`src/hw/rtl/sal_pkg.sv`:
```
`timescale 1ns / 1ps
// Shared widths, codes and controller/datapath interface types for the sorted list.
package sal_pkg;

    localparam int CAPACITY_DEF = 64;

    localparam int ACTION_W = 3;
    localparam int VALUE_W  = 32;
    localparam int INDEX_W  = 6;
    localparam int STATUS_W = 3;
    localparam int POS_W    = 6;
    localparam int COUNT_W  = 7;

    localparam int S_FIELDS_W = VALUE_W + INDEX_W;
    localparam int S_TDATA_W  = ((S_FIELDS_W + 7) / 8) * 8;
    localparam int M_FIELDS_W = STATUS_W + POS_W + COUNT_W + 2;
    localparam int M_TDATA_W  = ((M_FIELDS_W + 7) / 8) * 8;

    typedef enum logic [ACTION_W-1:0] {
        ACT_INSERT    = 3'd0,
        ACT_SEARCH    = 3'd1,
        ACT_RMV_VALUE = 3'd2,
        ACT_RMV_INDEX = 3'd3,
        ACT_RMV_LAST  = 3'd4,
        ACT_CLEAR     = 3'd5
    } action_t;

    typedef enum logic [STATUS_W-1:0] {
        ST_OK        = 3'd0,
        ST_FULL      = 3'd1,
        ST_NOT_FOUND = 3'd2,
        ST_EMPTY     = 3'd3,
        ST_BAD_INDEX = 3'd4
    } status_t;

    // Controller to datapath
    typedef struct packed {
        logic    load;
        logic    bs_read;
        logic    bs_step;
        logic    bs_upper;
        logic    chk_read;
        logic    ptr_load_cnt;
        logic    ptr_load_lo;
        logic    ptr_load_idx;
        logic    up_read;
        logic    up_write;
        logic    dn_read;
        logic    dn_write;
        logic    ins_write;
        logic    cnt_dec;
        logic    cnt_clr;
        logic    pos_from_lo;
        logic    pos_from_idx;
        logic    pos_from_last;
        logic    emit;
        status_t status;
    } sal_cmd_t;

    // Datapath to controller
    typedef struct packed {
        action_t action;
        logic    full;
        logic    empty;
        logic    idx_ge_count;
        logic    lo_lt_hi;
        logic    lo_lt_count;
        logic    hit;
        logic    ptr_gt_lo;
        logic    ptr_next_lt_count;
        logic    out_busy;
    } sal_stat_t;

endpackage

```
`src/hw/rtl/sal_datapath.sv`:
```
`timescale 1ns / 1ps
// Datapath of the sorted list: entry memory, search bounds, shift pointer and result register.
module sal_datapath
    import sal_pkg::*;
#(
    parameter int CAPACITY = CAPACITY_DEF
)
(
    input  logic                  clk,
    input  logic                  rst_n,
    input  sal_cmd_t              cmd,
    output sal_stat_t             stat,
    input  logic [S_TDATA_W-1:0]  in_data,
    input  logic [ACTION_W-1:0]   in_action,
    output logic                  out_valid,
    input  logic                  out_ready,
    output logic [M_TDATA_W-1:0]  out_data
);

    localparam int AW = $clog2(CAPACITY);
    localparam int CW = $clog2(CAPACITY + 1);
    localparam int XW = (CW > INDEX_W) ? CW : INDEX_W;

    logic signed [VALUE_W-1:0] mem [CAPACITY];
    logic signed [VALUE_W-1:0] rd_data_reg;
    logic signed [VALUE_W-1:0] value_reg;
    logic [INDEX_W-1:0]        index_reg;
    action_t                   action_reg;

    logic [CW-1:0] count_reg, count_next;
    logic [CW-1:0] lo_reg, lo_next;
    logic [CW-1:0] hi_reg, hi_next;
    logic [CW-1:0] ptr_reg, ptr_next;
    logic [POS_W-1:0] pos_reg, pos_next;
    logic                 out_valid_reg, out_valid_next;
    logic [M_TDATA_W-1:0] out_data_reg, out_data_next;

    logic [CW:0]   mid_sum;
    logic [CW-1:0] mid;
    logic [CW-1:0] ptr_dec;
    logic [CW-1:0] ptr_inc;
    logic [CW-1:0] count_dec;
    logic          go_right;
    logic [AW-1:0] rd_addr;
    logic [AW-1:0] wr_addr;
    logic          wr_en;
    logic signed [VALUE_W-1:0] wr_data;
    logic          list_empty;
    logic          is_full;

    assign mid_sum   = {1'b0, lo_reg} + {1'b0, hi_reg};
    assign mid       = mid_sum[CW:1];
    assign ptr_dec   = ptr_reg - 1'b1;
    assign ptr_inc   = ptr_reg + 1'b1;
    assign count_dec = count_reg - 1'b1;
    assign list_empty = (count_reg == '0);
    assign is_full   = (count_reg == CW'(CAPACITY));
    // Upper bound steps past equal entries, lower bound stops on them
    assign go_right  = cmd.bs_upper ? (rd_data_reg <= value_reg) : (rd_data_reg < value_reg);

    always_comb
    begin
        priority if (cmd.bs_read)
            rd_addr = mid[AW-1:0];
        else if (cmd.chk_read)
            rd_addr = lo_reg[AW-1:0];
        else if (cmd.up_read)
            rd_addr = ptr_dec[AW-1:0];
        else if (cmd.dn_read)
            rd_addr = ptr_inc[AW-1:0];
        else
            rd_addr = '0;
    end

    assign wr_en   = cmd.up_write | cmd.dn_write | cmd.ins_write;
    assign wr_addr = cmd.ins_write ? lo_reg[AW-1:0] : ptr_reg[AW-1:0];
    assign wr_data = cmd.ins_write ? value_reg : rd_data_reg;

    always_ff @(posedge clk)
    begin
        if (wr_en)
        begin
            mem[wr_addr] <= wr_data;
        end
        rd_data_reg <= mem[rd_addr];
    end

    always_ff @(posedge clk)
    begin
        if (cmd.load)
        begin
            value_reg <= $signed(in_data[VALUE_W-1:0]);
            index_reg <= in_data[S_FIELDS_W-1:VALUE_W];
        end
    end

    always_comb
    begin
        count_next = count_reg;
        if (cmd.ins_write)
            count_next = count_reg + 1'b1;
        else if (cmd.cnt_dec)
            count_next = count_dec;
        else if (cmd.cnt_clr)
            count_next = '0;

        lo_next = lo_reg;
        hi_next = hi_reg;
        if (cmd.load)
        begin
            lo_next = '0;
            hi_next = count_reg;
        end
        else if (cmd.bs_step)
        begin
            if (go_right)
                lo_next = mid + 1'b1;
            else
                hi_next = mid;
        end

        ptr_next = ptr_reg;
        if (cmd.ptr_load_cnt)
            ptr_next = count_reg;
        else if (cmd.ptr_load_lo)
            ptr_next = lo_reg;
        else if (cmd.ptr_load_idx)
            ptr_next = CW'(index_reg);
        else if (cmd.up_write)
            ptr_next = ptr_dec;
        else if (cmd.dn_write)
            ptr_next = ptr_inc;

        pos_next = pos_reg;
        if (cmd.load)
            pos_next = '0;
        else if (cmd.pos_from_lo)
            pos_next = POS_W'(lo_reg);
        else if (cmd.pos_from_idx)
            pos_next = POS_W'(index_reg);
        else if (cmd.pos_from_last)
            pos_next = POS_W'(count_dec);

        out_valid_next = out_valid_reg;
        out_data_next  = out_data_reg;
        if (cmd.emit)
        begin
            out_valid_next = 1'b1;
            out_data_next  = M_TDATA_W'({is_full, list_empty, COUNT_W'(count_reg),
                                         pos_reg, cmd.status});
        end
        else if (out_ready)
        begin
            out_valid_next = 1'b0;
        end
    end

    always_ff @(posedge clk or negedge rst_n)
    begin
        if (!rst_n)
        begin
            count_reg     <= '0;
            lo_reg        <= '0;
            hi_reg        <= '0;
            ptr_reg       <= '0;
            pos_reg       <= '0;
            action_reg    <= ACT_INSERT;
            out_valid_reg <= 1'b0;
        end
        else
        begin
            count_reg     <= count_next;
            lo_reg        <= lo_next;
            hi_reg        <= hi_next;
            ptr_reg       <= ptr_next;
            pos_reg       <= pos_next;
            out_valid_reg <= out_valid_next;
            if (cmd.load)
            begin
                action_reg <= action_t'(in_action);
            end
        end
    end

    always_ff @(posedge clk)
    begin
        out_data_reg <= out_data_next;
    end

    assign out_valid = out_valid_reg;
    assign out_data  = out_data_reg;

    always_comb
    begin
        stat                   = '0;
        stat.action            = action_reg;
        stat.full              = is_full;
        stat.empty             = list_empty;
        stat.idx_ge_count      = (XW'(index_reg) >= XW'(count_reg));
        stat.lo_lt_hi          = (lo_reg < hi_reg);
        stat.lo_lt_count       = (lo_reg < count_reg);
        stat.hit               = (rd_data_reg == value_reg);
        stat.ptr_gt_lo         = (ptr_reg > lo_reg);
        stat.ptr_next_lt_count = (ptr_inc < count_reg);
        stat.out_busy          = out_valid_reg & ~out_ready;
    end

endmodule

```
`src/hw/rtl/sal_ctrl.sv`:
```
`timescale 1ns / 1ps
// Controller state machine of the sorted list: sequences search, shift and result steps.
module sal_ctrl
    import sal_pkg::*;
(
    input  logic      clk,
    input  logic      rst_n,
    input  logic      in_valid,
    output logic      in_ready,
    input  sal_stat_t stat,
    output sal_cmd_t  cmd
);

    typedef enum logic [3:0] {
        S_IDLE,
        S_DISPATCH,
        S_BS_RD,
        S_BS_CMP,
        S_HIT_CHK,
        S_UP_CHK,
        S_UP_WR,
        S_DN_CHK,
        S_DN_WR,
        S_FINISH
    } state_t;

    state_t  state_reg, state_next;
    status_t status_reg, status_next;

    always_comb
    begin
        cmd          = '0;
        cmd.status   = status_reg;
        cmd.bs_upper = (stat.action == ACT_INSERT);
        state_next   = state_reg;
        status_next  = status_reg;
        in_ready     = (state_reg == S_IDLE);

        unique case (state_reg)
            S_IDLE:
            begin
                if (in_valid)
                begin
                    cmd.load    = 1'b1;
                    status_next = ST_OK;
                    state_next  = S_DISPATCH;
                end
            end
            S_DISPATCH:
            begin
                unique case (stat.action)
                    ACT_INSERT:
                    begin
                        if (stat.full)
                        begin
                            status_next = ST_FULL;
                            state_next  = S_FINISH;
                        end
                        else
                        begin
                            state_next = S_BS_RD;
                        end
                    end
                    ACT_SEARCH, ACT_RMV_VALUE:
                    begin
                        state_next = S_BS_RD;
                    end
                    ACT_RMV_INDEX:
                    begin
                        if (stat.empty)
                        begin
                            status_next = ST_EMPTY;
                            state_next  = S_FINISH;
                        end
                        else if (stat.idx_ge_count)
                        begin
                            status_next = ST_BAD_INDEX;
                            state_next  = S_FINISH;
                        end
                        else
                        begin
                            cmd.ptr_load_idx = 1'b1;
                            cmd.pos_from_idx = 1'b1;
                            state_next       = S_DN_CHK;
                        end
                    end
                    ACT_RMV_LAST:
                    begin
                        if (stat.empty)
                        begin
                            status_next = ST_EMPTY;
                        end
                        else
                        begin
                            cmd.cnt_dec       = 1'b1;
                            cmd.pos_from_last = 1'b1;
                        end
                        state_next = S_FINISH;
                    end
                    ACT_CLEAR:
                    begin
                        cmd.cnt_clr = 1'b1;
                        state_next  = S_FINISH;
                    end
                    default:
                    begin
                        state_next = S_FINISH;
                    end
                endcase
            end
            S_BS_RD:
            begin
                if (stat.lo_lt_hi)
                begin
                    cmd.bs_read = 1'b1;
                    state_next  = S_BS_CMP;
                end
                else if (stat.action == ACT_INSERT)
                begin
                    cmd.ptr_load_cnt = 1'b1;
                    cmd.pos_from_lo  = 1'b1;
                    state_next       = S_UP_CHK;
                end
                else if (stat.lo_lt_count)
                begin
                    cmd.chk_read = 1'b1;
                    state_next   = S_HIT_CHK;
                end
                else
                begin
                    status_next = ST_NOT_FOUND;
                    state_next  = S_FINISH;
                end
            end
            S_BS_CMP:
            begin
                cmd.bs_step = 1'b1;
                state_next  = S_BS_RD;
            end
            S_HIT_CHK:
            begin
                if (stat.hit)
                begin
                    cmd.pos_from_lo = 1'b1;
                    if (stat.action == ACT_RMV_VALUE)
                    begin
                        cmd.ptr_load_lo = 1'b1;
                        state_next      = S_DN_CHK;
                    end
                    else
                    begin
                        state_next = S_FINISH;
                    end
                end
                else
                begin
                    status_next = ST_NOT_FOUND;
                    state_next  = S_FINISH;
                end
            end
            S_UP_CHK:
            begin
                // Move larger entries up one slot, top first, then drop the value in
                if (stat.ptr_gt_lo)
                begin
                    cmd.up_read = 1'b1;
                    state_next  = S_UP_WR;
                end
                else
                begin
                    cmd.ins_write = 1'b1;
                    state_next    = S_FINISH;
                end
            end
            S_UP_WR:
            begin
                cmd.up_write = 1'b1;
                state_next   = S_UP_CHK;
            end
            S_DN_CHK:
            begin
                if (stat.ptr_next_lt_count)
                begin
                    cmd.dn_read = 1'b1;
                    state_next  = S_DN_WR;
                end
                else
                begin
                    cmd.cnt_dec = 1'b1;
                    state_next  = S_FINISH;
                end
            end
            S_DN_WR:
            begin
                cmd.dn_write = 1'b1;
                state_next   = S_DN_CHK;
            end
            S_FINISH:
            begin
                // Hold until the result register is free
                if (!stat.out_busy)
                begin
                    cmd.emit   = 1'b1;
                    state_next = S_IDLE;
                end
            end
            default:
            begin
                state_next = S_IDLE;
            end
        endcase
    end

    always_ff @(posedge clk or negedge rst_n)
    begin
        if (!rst_n)
        begin
            state_reg  <= S_IDLE;
            status_reg <= ST_OK;
        end
        else
        begin
            state_reg  <= state_next;
            status_reg <= status_next;
        end
    end

endmodule

```
`src/hw/rtl/sorted_array_list.sv`:
```
`timescale 1ns / 1ps
// Top level of the sorted list: ascending list of signed words with stream ports.
//
//  Channel | Direction | Handshake                    | Payload
//  --------+-----------+------------------------------+---------------------------------------
//  s_axis  | in        | s_axis_tvalid/s_axis_tready  | tuser: action; tdata: value, index
//  m_axis  | out       | m_axis_tvalid/m_axis_tready  | tdata: status, position, count, flags
//
// One item at a time. A binary search step is a memory read followed by a compare; every
// entry moved by insert or remove takes a read step and a write step on the entry memory.
// Clear, remove last and rejected actions go from dispatch straight to the result.
// Reset clears the count; entries are not cleared and only positions below count are read.
// A stalled result waits in the output register; the next beat is accepted meanwhile.
module sorted_array_list
    import sal_pkg::*;
#(
    parameter int CAPACITY = CAPACITY_DEF
)
(
    input  logic                 clk,
    input  logic                 rst_n,
    input  logic                 s_axis_tvalid,
    output logic                 s_axis_tready,
    input  logic [S_TDATA_W-1:0] s_axis_tdata,  // value[31:0], index[37:32]
    input  logic [ACTION_W-1:0]  s_axis_tuser,  // action[2:0]
    output logic                 m_axis_tvalid,
    input  logic                 m_axis_tready,
    output logic [M_TDATA_W-1:0] m_axis_tdata   // status[2:0], position[8:3], count[15:9],
                                                // list_empty[16], is_full[17]
);

    sal_cmd_t  cmd;
    sal_stat_t stat;

    sal_ctrl u_ctrl (
        .clk      (clk),
        .rst_n    (rst_n),
        .in_valid (s_axis_tvalid),
        .in_ready (s_axis_tready),
        .stat     (stat),
        .cmd      (cmd)
    );

    sal_datapath #(
        .CAPACITY (CAPACITY)
    ) u_datapath (
        .clk       (clk),
        .rst_n     (rst_n),
        .cmd       (cmd),
        .stat      (stat),
        .in_data   (s_axis_tdata),
        .in_action (s_axis_tuser),
        .out_valid (m_axis_tvalid),
        .out_ready (m_axis_tready),
        .out_data  (m_axis_tdata)
    );

endmodule

```
`config.mk`:
```
export PLATFORM = sky130hd
export DESIGN_NAME = sorted_array_list
export DESIGN_NICKNAME = d
export VERILOG_FILES = /design/src/hw/rtl/sal_pkg.sv /design/src/hw/rtl/sal_datapath.sv /design/src/hw/rtl/sal_ctrl.sv /design/src/hw/rtl/sorted_array_list.sv
export SDC_FILE = /design/constraint.sdc
export NUM_CORES = 2
export LEC_CHECK = 0
export BUFFER_PORTS_ARGS = -buffer_cell sky130_fd_sc_hd__buf_2
export CORE_ASPECT_RATIO = 2
export CORE_MARGIN = 4
export CORE_UTILIZATION = 37
export DETAILED_ROUTE_END_ITERATION = 8
export MAX_ROUTING_LAYER = met4
export PLACE_DENSITY = 0.5
export SLEW_MARGIN = 20
export SYNTH_ARGS = -nofsm -noshare
export SYNTH_HDL_FRONTEND = slang
export SYNTH_SLANG_ARGS = --single-unit
```
`constraint.sdc`:
```
create_clock -name clk -period 10.6 [get_ports clk]
set_input_delay 2.12 -clock clk [delete_from_list [all_inputs] [get_ports clk]]
set_output_delay 2.12 -clock clk [all_outputs]
set_load 0.005 [all_outputs]
```
==> flow_metrics.py <==
metrics = {
    "run_status": {
        "outcome": "finished, final reports clean",
    },
    "yosys": {
        "syn-cell-area_um2": 88000,
        "syn_avg_cell_area_um2": 15.8,
        "yosysSeqAreaShare_pct": 73.8,
        "synth-edff-count": 2104,
        "yosys.cell_types.count": 87,
        "synth_top_area_share_pct": 71.8,
        "syn_inst": 5578,
        "synthArstFlopShare_pct": 2.06,
        "synth.area.top_cells": "edfxtp_1 (72%), mux2i_1 (4.9%), mux4_2 (4.3%), nand2_1 (3.9%), nand3_1 (2.6%)",
        "yosys.area.top_type": "edfxtp_1",
        "yosys_warnings": 0,
        "ys_seq_elements": 2181,
        "ys.flop_type": "edfxtp_1",
    },
    "finish": {
        "layout_common_cells": "edfxtp_1 (2104), nand2_1 (917), nand3_1 (457)",
        "largest_reg_flops": 2048,
        "final_common_cell": "edfxtp_1",
        "final_util_pct": 42.1,
        "n_fill_cell": 21023,
        "areaGrowthSynthToFinish_pct": 13.5,
        "layoutNonFillerInstCount": 8916,
        "drive_above_1_share_pct": 15.2,
        "nets": 5818,
    },
    "floorplanning": {
        "fp-row-count": 253,
        "coreArea_um2": 237000,
        "die-area_um2": 246000,
        "io_pins": 73,
        "die_x_um": 353,
        "start_util_pct": 37.1,
        "die_h_um": 698,
    },
    "setup_path": {
        "max_stage_delay_ns": 0.93,
        "worstPathRequired_ns": 11.04,
        "startpoint_type": "register",
        "cp_max_fo": 48,
        "reg2reg_slack_ns": 3.70,
        "r2r_end": "u_datapath.mem[46][14]$_DFFE_PP_",
        "crit_chain": "inv_1, ha_1, nand3b_1, a21oi_1, nor3_1, o21ai_0, or2_4, buf_4, a21oi_1, or3_1, nor2_4, buf_4",
        "path_class": "reg -> reg",
        "r2r.worst_path.cells": 12,
        "critPathArrivalTime_ns": 7.34,
        "cp_slowest_cell": "nor2_4",
        "endpoint_kind": "register",
        "r2r-start": "u_datapath.lo_reg[1]$_DFFE_PN0P_",
    },
    "clock_tree": {
        "clk_pin_slew_ns": 0.06,
        "insertion_delay_ns": 0.89,
        "cts_buffers": 203,
        "postCtsSetupRepairBufs": 0,
        "cts_tree": "built",
        "htree_levels": 4,
        "clkSinkCount": 2181,
        "cts-root-buf": "clkbuf_16",
        "clockBufferDepth": 4,
        "ctsHoldBuffers": 0,
        "cts-resized-gates": 0,
    },
    "sta": {
        "holdWs_ns": 0.450,
        "timing.slew.headroom_pct": 21.3,
        "finalCritPeriodShare_pct": 65.1,
        "hold_viol": 0,
        "fmax_mhz": 145,
        "finalSetupViolCount": 0,
        "finalCriticalPeriod_ns": 6.90,
        "slew_violations": 0,
        "setup_tns_ns": 0,
        "max_slew.worst_pin.slew_ns": 1.18,
        "skew_ns": 0.0851,
        "rsz0062_at_grt": "false",
    },
    "place": {
        "dp_hpwl_mm": 171,
        "place.port_buffers": 64,
        "gp_congestion": 0.870,
        "placedCellCount": 8549,
    },
    "routing": {
        "viasPerCell": 5.73,
        "firstDrtPassIters": 5,
        "ant_nets": 0,
        "num_vias": 51126,
        "drc": 0,
        "wirelength_mm": 296,
        "avgRoutedWirePerCell_um": 33.2,
        "drt_iter0_markers": 4884,
    },
    "grt": {
        "grt_pass1_wl_mm": 405,
        "grt-ovfl-total": 0,
        "grt_usage_pct": 24.2,
        "grt_max_degree": 139,
        "grt_pass1_vias": 50735,
        "antenna_found_initial": 5,
    },
    "power_and_ir_drop": {
        "power_per_cell_area_nw_per_um2": 319,
        "leakage_nw": 34.6,
        "vdd_drop_max_v": 0.000566,
        "p_total_mw": 31.9,
    },
    "hold_path": {
        "whs_path_depth": 0,
        "min_to": "u_datapath.out_data[0]$_DFFE_PP_",
        "holdCritStartpoint": "u_ctrl.status_reg[0]$_DFFE_PN0P_",
        "hold_path_class": "reg -> reg",
    },
    "run": {
        "maxCapViolations": 0,
    },
}
==> worst max-delay path: cells and delay by family (launching register included) <==
kind / cells / cell delay [ns]
compound gates: 3 / 1.13
flops: 1 / 0.75
simple gates: 5 / 2.48
fa+ha+maj: 1 / 0.37
buf+inv: 3 / 1.67
==> metal layers <==
metal	vias to the layer above	GRT usage (%)	part of all wire, %
met5	-	-	0
met4	0	12.7	6.4
met3	702	2.74	4.9
met2	1881	43.4	53
met1	26760	26.3	36
li1	21783	-	-
==> report_power, final <==
group,internal (mW),switching [mW],total (mW)
Clock,4.32,3.29,7.61
Sequential,11.1,0.278,11.4
Combinational,4.01,8.91,12.9
==> cell usage after synthesis, types with 12 or more instances <==
master     count
a211oi_1      43
a21o_1        20
a21oi_1       55
a221o_1       17
a221oi_1      24
a22o_1        13
a22oi_1       31
a311oi_1      19
a31oi_1       51
a32oi_1       25
and3_1        45
and4_1        14
buf_1         31
buf_2         75
buf_4         45
clkbuf_1     176
dfrtp_1       45
dfxtp_1       32
edfxtp_1    2104
ha_1          76
inv_1         71
mux2_2        30
mux2i_1      427
mux4_2       168
nand2_1      917
nand2b_1      12
nand3_1      457
nand4_1       56
nor2_1       128
nor3_1        32
nor4_1        13
o2111ai_1     45
o211ai_1      20
o21ai_0       79
o22ai_1       12
or2_2         13
xnor2_1       17
==> kinds of logic (layout without fill, tap and decap cells) <==
group / count (synthesis) / in the layout / synth area share, %
muxes: 625 / 625 / 9.54
and+or+nand+nor: 1724 / 1724 / 8.70
adders and majority gates: 77 / 77 / 1.10
AOI/OAI and AO/OA: 536 / 536 / 4.50
buffers and inverters: 409 / 680 / 2.15
xor gates and xnor gates: 25 / 25 / 0.249
other: 1 / 8 / 0.00426
DFF: 2181 / 2181 / 73.8
==> area by class of cell <==
cell class / instances / area, µm² / area share (%)
Tap cell: 3060 / 3830 / 3.83
Multi-Input combinational cell: 2993 / 22200 / 22.2
Clock inverter: 106 / 1230 / 1.23
Inverter: 71 / 267 / 0.267
Antenna cell: 2 / 5.00 / 0.00501
Timing Repair Buffer: 244 / 1890 / 1.89
Sequential cell: 2181 / 64900 / 65.0
Clock buffer: 259 / 5530 / 5.53
==> stage by stage <==
stage | worst slack [ns] | area (µm²)
after global placement | 3.75 | 93000
final | 3.70 | 99900
after global routing | 3.56 | 99900
after detailed placement | 3.79 | 93200
after CTS | 3.71 | 99900
after floorplan | 4.60 | 88100
==> how the worst max path moves through the flow <==
stage | from | depth (start not counted) | to
2_1_floorplan | u_datapath.lo_reg[3]$_DFFE_PN0P_ | 12 | u_datapath.mem[42][0]$_DFFE_PP_
3_3_place_gp | u_datapath.lo_reg[1]$_DFFE_PN0P_ | 12 | u_datapath.mem[47][1]$_DFFE_PP_
3_5_place_dp | u_datapath.lo_reg[1]$_DFFE_PN0P_ | 12 | u_datapath.mem[46][11]$_DFFE_PP_
4_1_cts | u_datapath.lo_reg[1]$_DFFE_PN0P_ | 12 | u_datapath.mem[46][14]$_DFFE_PP_
5_1_grt | u_datapath.ptr_reg[1]$_DFFE_PN0P_ | 17 | u_datapath.rd_data_reg[9]$_DFF_P_
6_report | u_datapath.lo_reg[1]$_DFFE_PN0P_ | 12 | u_datapath.mem[46][14]$_DFFE_PP_
No activity file was read; power rests on OpenSTA's default activity.
